--- src/rtl/ibpe_pkg.sv ---
package ibpe_pkg;

  localparam int DEF_MAX_ROWS = 512;
  localparam int DEF_MAX_COLS = 512;
  localparam int DEF_MAX_PAD  = 16;

  localparam int CFG_IDX_W  = 3;
  localparam int CFG_DATA_W = 10;

  localparam logic [CFG_IDX_W-1:0] REG_PAD_MODE     = 3'd0;
  localparam logic [CFG_IDX_W-1:0] REG_IMAGE_HEIGHT = 3'd1;
  localparam logic [CFG_IDX_W-1:0] REG_IMAGE_WIDTH  = 3'd2;
  localparam logic [CFG_IDX_W-1:0] REG_PAD_SIZE     = 3'd3;
  localparam logic [CFG_IDX_W-1:0] REG_FILL_VALUE   = 3'd4;

  localparam logic [1:0] MODE_CLEAR = 2'd0;
  localparam logic [1:0] MODE_LOAD  = 2'd1;
  localparam logic [1:0] MODE_READ  = 2'd2;

  localparam logic [2:0] PAD_CONSTANT  = 3'd0;
  localparam logic [2:0] PAD_EDGE      = 3'd1;
  localparam logic [2:0] PAD_REFLECT   = 3'd2;
  localparam logic [2:0] PAD_SYMMETRIC = 3'd3;
  localparam logic [2:0] PAD_MAXIMUM   = 3'd4;
  localparam logic [2:0] PAD_MINIMUM   = 3'd5;
  localparam logic [2:0] PAD_MEAN      = 3'd6;

  // Source of a read result.
  localparam logic [2:0] SRC_IMAGE = 3'd0;
  localparam logic [2:0] SRC_COL   = 3'd1;
  localparam logic [2:0] SRC_ROW   = 3'd2;
  localparam logic [2:0] SRC_ALL   = 3'd3;
  localparam logic [2:0] SRC_FILL  = 3'd4;
  localparam logic [2:0] SRC_ZERO  = 3'd5;

  localparam int COL_SUM_W = 17;
  localparam int IMG_SUM_W = 26;
  localparam int STAT_W    = 8 + 8 + COL_SUM_W;
  localparam int MEAN_SCALE = 1000;
  localparam int NUM_W = 38;
  localparam int DEN_W = 21;
  localparam int N_W   = 20;

  typedef struct packed {
    logic [1:0] mode;
    logic [7:0] pixel_in;
    logic [9:0] read_row;
    logic [9:0] read_col;
  } item_t;

  typedef struct packed {
    logic [7:0] pixel_out;
    logic       inside_res;
  } result_t;

  // Maps an offset that may lie outside [0, n-1] back into the source range.
  function automatic logic signed [12:0] fold(input logic signed [12:0] d,
                                             input logic signed [12:0] n,
                                             input logic [2:0] how);
    logic signed [12:0] r;
    r = d;
    if (how == PAD_EDGE) begin
      if (d < 0) r = 13'sd0;
      else if (d >= n) r = n - 13'sd1;
    end else if (how == PAD_REFLECT) begin
      if (d < 0) r = -d;
      else if (d >= n) r = (n <<< 1) - 13'sd2 - d;
    end else begin
      if (d < 0) r = -d - 13'sd1;
      else if (d >= n) r = (n <<< 1) - 13'sd1 - d;
    end
    return r;
  endfunction

endpackage

--- src/rtl/ibpe_ram.sv ---
module ibpe_ram
  import ibpe_pkg::*;
#(
  parameter int WIDTH = 8,
  parameter int DEPTH = 512
) (
  input  logic                     clk,
  input  logic                     we,
  input  logic [$clog2(DEPTH)-1:0] waddr,
  input  logic [WIDTH-1:0]         wdata,
  input  logic [$clog2(DEPTH)-1:0] raddr,
  output logic [WIDTH-1:0]         rdata
);

  logic [WIDTH-1:0] mem [DEPTH];

  always_ff @(posedge clk) begin
    if (we) begin
      mem[waddr] <= wdata;
    end
    rdata <= mem[raddr];
  end

endmodule

--- config.mk ---
export PLATFORM = sky130hd
export DESIGN_NAME = ibpe_ram
export DESIGN_NICKNAME = d
export VERILOG_FILES = /design/src/rtl/ibpe_pkg.sv /design/src/rtl/ibpe_ram.sv
export SDC_FILE = /design/constraint.sdc
export NUM_CORES = 2
export LEC_CHECK = 0
export ABC_CLOCK_PERIOD_IN_PS = 6900
export BUFFER_PORTS_ARGS = -buffer_cell sky130_fd_sc_hd__buf_2
export CAP_MARGIN = 40
export CORE_MARGIN = 4
export CORE_UTILIZATION = 50
export DETAILED_ROUTE_END_ITERATION = 8
export PLACE_DENSITY = 0.65
export SETUP_SLACK_MARGIN = 0.05
export SYNTH_ARGS = -nofsm -noshare
export SYNTH_HDL_FRONTEND = slang
export SYNTH_SLANG_ARGS = --single-unit
--- constraint.sdc ---
create_clock -name clk -period 6.9 [get_ports clk]
set_clock_uncertainty 0.05 [all_clocks]
set_input_delay 0.69 -clock clk [delete_from_list [all_inputs] [get_ports clk]]
set_output_delay 0.69 -clock clk [all_outputs]
set_load 0.005 [all_outputs]
**Word-level counts from Yosys, hierarchy flattened**

Memory sizes are Yosys's and may differ from the RTL's. A register that Yosys moved wholly into a read port is not among the register bits.
Index checks and enable logic that the tools add are counted.

- Register bits after elaboration: 0
- Latch bits: 0
- RAM bits: 4,096
- ROM bits: 0
- Input bits: 28
- Output and inout bits: 8
- Memories kept: 1

- Add/sub/neg operators: 0
- Multipliers: 0
- Div/mod/pow operators: 0
- $lt $le $gt $ge: 0
- Equal/unequal tests: 0
- Shift-type cells: 0
- Mux-type cells: 2
- Bitwise logic cells: 0
- Reduce and logical (&&, ||, !) cells: 0

Memory list:

| memory | words | width | read ports | clocked after memory_dff | write ports | RTL line | text |
|---|---|---|---|---|---|---|---|
| mem | 512 | 8 | 1 | 1 | 1 | ibpe_ram.sv:15 | `logic [WIDTH-1:0] mem [DEPTH];` |

Operator list:

| kind | count |
|---|---|
| 1-bit two-way mux | 2 |

**Longest topological paths before layout**

- Depth after elaboration: 2
- Gate-level depth with buffers: 12
- Mapped depth without buffers: 7

**Worst setup path before layout**

OpenSTA, ideal clock, no wires.

- Path kind: input-to-reg
- Start point: input port raddr[0]
- End point: register rdata[0] (read register of mem)
- Library setup time: 0.118 ns
- Arrival: 2.544 ns
- Setup slack: 4.188 ns
- Stages: 10
- Buffers on the path: 4
- Cell sequence: buf_4 > buf_12 > buf_12 > buf_2 > mux4_2 > o21ai_0 > nand3_1 > nand4_1 > o21ai_0 > o2111a_1

RTL lines:

| element | RTL line | text |
|---|---|---|
| start: declaration | ibpe_ram.sv:11 | `input logic [$clog2(DEPTH)-1:0] raddr,` |
| end: declaration | ibpe_ram.sv:12 | `output logic [WIDTH-1:0] rdata` |

==> results list <==
- Outcome: complete, no violations
- Count of nets after finishing: ~8k
- Clock insertion delay at the later pin of the skew report: between 0.9 and 1 ns
- Final weighted congestion of routability-driven global placement: 0.8931
* Critical path's most frequent cell: sky130_fd_sc_hd__buf_4
* Worst reg2reg path endpoint: rdata[7]$_DFF_P_
- For this configuration, the core starts out at a cell density of 0.5024.
- Number of nets with antenna violations after routing: 0
- The number of max-slew violations in the final report is 0.
- Setup Total Neg Slack: 0 ns
- Traced cell by cell, the critical path runs through buf_6 -> nand2b_4 -> buf_12 -> buf_4 -> o221ai_1 -> a21oi_1 -> nor4_1 -> nand4_1 -> o21ai_0 -> buf_4 -> o2111a_1.
* Via total after detailed routing: 81.81k
- TritonCTS created 404 clock buffers.
- Power consumption: a little over 50 mW
* Tightest Hold Check Type: in2reg
- Cell count after placement: approximately 12k
* Library cells used by synthesis: 51
- A synthesized cell averages 19.92 um2.
- Category of the critical setup timing path: in2reg
- Synth Net Count: around 8k
* Switching power share of the total: 0.2147
- Global routing usage summed across all routing layers: 0.2472
* Number of warnings issued by yosys: 0
- Largest net degree at the start of global routing: roughly 180
- Worst VDD drop: approximately 0.22 mV
- TritonCTS built the clock tree.
- After detailed placement, the total cell area comes to approximately 160000 um2.
- The clock passes through at most 4 buffers.
* Post-route non-filler standard cell count: roughly 13k
- Synthesis handed over a netlist of roughly 8k instances.
* RR Startpoint: mem[259][7]$_DFFE_PP_
- In the final routed layout, each cell accounts on average for between 30 and 40 um.
- For the worst setup path, the data required time is about 7.7 ns.
- Type of element launching the critical path: input port
* Power Density: approximately 290 nW/um2
- Static timing analysis puts the maximum clock frequency at approximately 230 MHz.
* GRT met3 Usage: 0.05314
- For this design the static power due to leakage is about 56 nW.
* Initial DRT Pass Iterations: 8
- Crit path DAT: 5.13 ns
* DRC viols: 0
- Setup Buffers After CTS: 0
- Post-synthesis sequential area ratio: 0.7701
* Core Util, Final: 0.5582
- Family with the most delay on the worst path: buffers and inverters
* Number of flops mapped to enable cells by yosys: between 4k and 5k
* Ys async rst share: 0
- The initialized floorplan defines 207 standard-cell rows.
- I/O pin total: 36
- Of the available clock period, the critical path in the final layout requires 0.6254.
- Number of cells on the worst hold path: 1
- For the finished layout, the period the worst path requires is around 4.3 ns.
* Growth of design area from synthesis to finish: 11.10%
* Total net switching power: around 11 mW
* Setup repair after global routing missed its margin: false
- The share of total power dissipated in sequential elements is 0.536.
- The number of hold violations in the final report was 0.
* Port Buffer Count: 35
- Worst-margin pin slew: approximately 1.2 ns
- In this run the register-to-register setup slack is around 3.7 ns.
* Clock Power Share: 0.416
- In the final layout, the share of cells above drive strength 1 is 0.1739.
- Clock-pin slew of the registers on the worst-case setup and hold paths: around 0.060 ns
* Post-cts repair resize count: 0
* Dominant register cell in the synthesized netlist: sky130_fd_sc_hd__edfxtp_1
- Leading cell type by number of instances after synthesis: sky130_fd_sc_hd__edfxtp_1
- Combinational fraction of design power: 0.048
- Violation count after the first detailed-routing iteration: about 12k
* Die Span Y: about 570 um
- Max FO, Critical Path: roughly 110
* Global route overflow: 0
- The number of cells on the worst reg-to-reg path is 7.
- For this design, the slowest cell found on the critical path is sky130_fd_sc_hd__nand2b_4.
* Quantity of hold-fixing buffers added after cts: 0
- Dpl hpwl: ~250 mm
* Most utilized layer in the global route result: met2
- The finished cells cover 177700 um2.
- In the global route stage, met1 resource usage came out at 0.3566.
- CORE AREA: 318300 um2
* Delay of the slowest cell on the worst path: roughly 0.78 ns
* Top cell type's share of synthesized area: 0.7691
* Crit. End Element: flop
- Via density per instance: 6.454
* Count of buffering cells on the critical path with inverters included: 4
- The via count of the first global-routing pass is 80.71k.
* Clock tree root driver cell: sky130_fd_sc_hd__clkbuf_16
- Yosys top cell by area: sky130_fd_sc_hd__edfxtp_1
- Max-cap viol count: 0
- The startpoint identified for the worst hold timing path is wdata[4].
- Hold Crit Endpoint: mem[385][4]$_DFFE_PP_
* Synth top cells by count: sky130_fd_sc_hd__edfxtp_1, sky130_fd_sc_hd__mux2i_1, sky130_fd_sc_hd__mux4_2, sky130_fd_sc_hd__nor2_1, sky130_fd_sc_hd__o221ai_1
* Count of state elements after synthesis: ~4.1k
- In this run the tightest slew margin relative to its limit is 0.2289.
* Global-route wire length before repair: a little under 600 mm
- The die covers 329000 um2.
- Cell area after technology mapping: 159900 um2
- In the global route stage, met2 resource usage came out at 0.3804.
- Dominant cells by area after synthesis: sky130_fd_sc_hd__edfxtp_1, sky130_fd_sc_hd__mux4_2, sky130_fd_sc_hd__mux2i_1, sky130_fd_sc_hd__o221ai_1, sky130_fd_sc_hd__nor2_1
* Clock sinks: between 4k and 5k
- CTS H-tree lvls: 5
- Final-report setup violation count: 0
- The internal power of the cells totals about 40 mW.
* Number of antenna violations at the first check in global routing: 28
- Total wire length after detailed routing: around 410 mm
- From left edge to right edge, the die measures 573.6 um.
worst reg2reg max path, cell delays in order (launching register included):
cell	delay [ns]
sky130_fd_sc_hd__edfxtp_1	0.33
sky130_fd_sc_hd__mux2i_1	0.09
sky130_fd_sc_hd__o221ai_1	0.31
sky130_fd_sc_hd__nor3_1	0.10
sky130_fd_sc_hd__nor4_1	0.65
sky130_fd_sc_hd__o311ai_0	0.49
sky130_fd_sc_hd__nor4_1	0.83
sky130_fd_sc_hd__o2111a_1	0.29
cells by family (layout without fill, tap and decap cells):
| logic type | Yosys count | count (layout) | share of synthesized area |
|---|---|---|---|
| flip-flops | 4104 | 4104 | 0.7701 |
| multiplexers | 1451 | 1451 | 0.1420 |
| AND/OR/NAND/NOR | 980 | 980 | 0.02631 |
| AO/OA/AOI/OAI | 979 | 979 | 0.04313 |
| buffers and inverters | 516 | 976 | 0.01849 |
| other | 0 | 6 | 0 |
how the worst max path moves through the flow:
stage	start	end	slack, ns	cells past startpoint
after floorplan	raddr[0]	rdata[0]$_DFF_P_	4.19	10
after global placement	raddr[2]	rdata[7]$_DFF_P_	1.72	10
after global routing	raddr[2]	rdata[2]$_DFF_P_	2.56	11
after CTS	raddr[2]	rdata[2]$_DFF_P_	2.76	11
final	raddr[2]	rdata[2]$_DFF_P_	2.58	11
after detailed placement	raddr[2]	rdata[2]$_DFF_P_	1.76	11
power groups by stage:
stage	clock network, mW	registers (mW)	logic [mW]
2_1_floorplan	0	28.0	1.31
3_3_place_gp	0	28.0	2.37
3_5_place_dp	0	28.0	2.44
4_1_cts	21.6	27.5	2.44
5_1_grt	22.7	27.5	2.56
6_report	21.4	27.5	2.45
area by class of cell:
class	instances	area (um2)
Antenna cell	6	15.01
Clock buffer	496	10550
Clock inverter	247	2243
Fill cell	23350	140600
Inverter	3	18.77
Multi-Input combinational cell	3410	34010
Sequential cell	4104	123200
Tap cell	4180	5230
Timing Repair Buffer	230	2460
flip-flops by register name, indices dropped and copies added (netlist names):
register and count:
mem 4096, rdata 8
stage by stage:
step,hold slack (ns),setup slack (ns)
floorplan,0.7389,4.188
global placement,1.092,1.718
detailed placement,1.097,1.755
CTS,0.1133,2.759
global route,0.1099,2.563
finish,0.1173,2.585
metal layers:
metal	wire [um]	vias up
met3	42340	741
met5	116	-
li1	-	33730
met1	162100	42900
met2	193900	4419
met4	14490	14
cells in the final DEF (no fill, tap or decap), types with 19 or more instances in the layout:
cell / synthesis / final
sky130_fd_sc_hd__buf_4: 70 / 129
sky130_fd_sc_hd__nor4_1: 36 / 36
sky130_fd_sc_hd__buf_2: 57 / 33
sky130_fd_sc_hd__and2_1: 20 / 19
sky130_fd_sc_hd__nand4_1: 32 / 32
sky130_fd_sc_hd__mux4_2: 654 / 654
sky130_fd_sc_hd__nor3_1: 109 / 107
sky130_fd_sc_hd__clkinv_1: 0 / 102
sky130_fd_sc_hd__a22oi_1: 61 / 61
sky130_fd_sc_hd__o21ai_0: 118 / 118
sky130_fd_sc_hd__mux2i_1: 797 / 797
sky130_fd_sc_hd__nand2_1: 111 / 98
sky130_fd_sc_hd__clkbuf_1: 265 / 86
sky130_fd_sc_hd__clkinv_2: 0 / 77
sky130_fd_sc_hd__o22ai_1: 163 / 163
sky130_fd_sc_hd__a21oi_1: 194 / 194
sky130_fd_sc_hd__nor2_1: 597 / 595
sky130_fd_sc_hd__clkbuf_16: 0 / 407
sky130_fd_sc_hd__nand3_1: 36 / 32
sky130_fd_sc_hd__buf_12: 5 / 40
sky130_fd_sc_hd__edfxtp_1: 4096 / 4096
sky130_fd_sc_hd__o221ai_1: 371 / 371
sky130_fd_sc_hd__bufinv_16: 0 / 31
No activity file was read; power rests on OpenSTA's default activity.
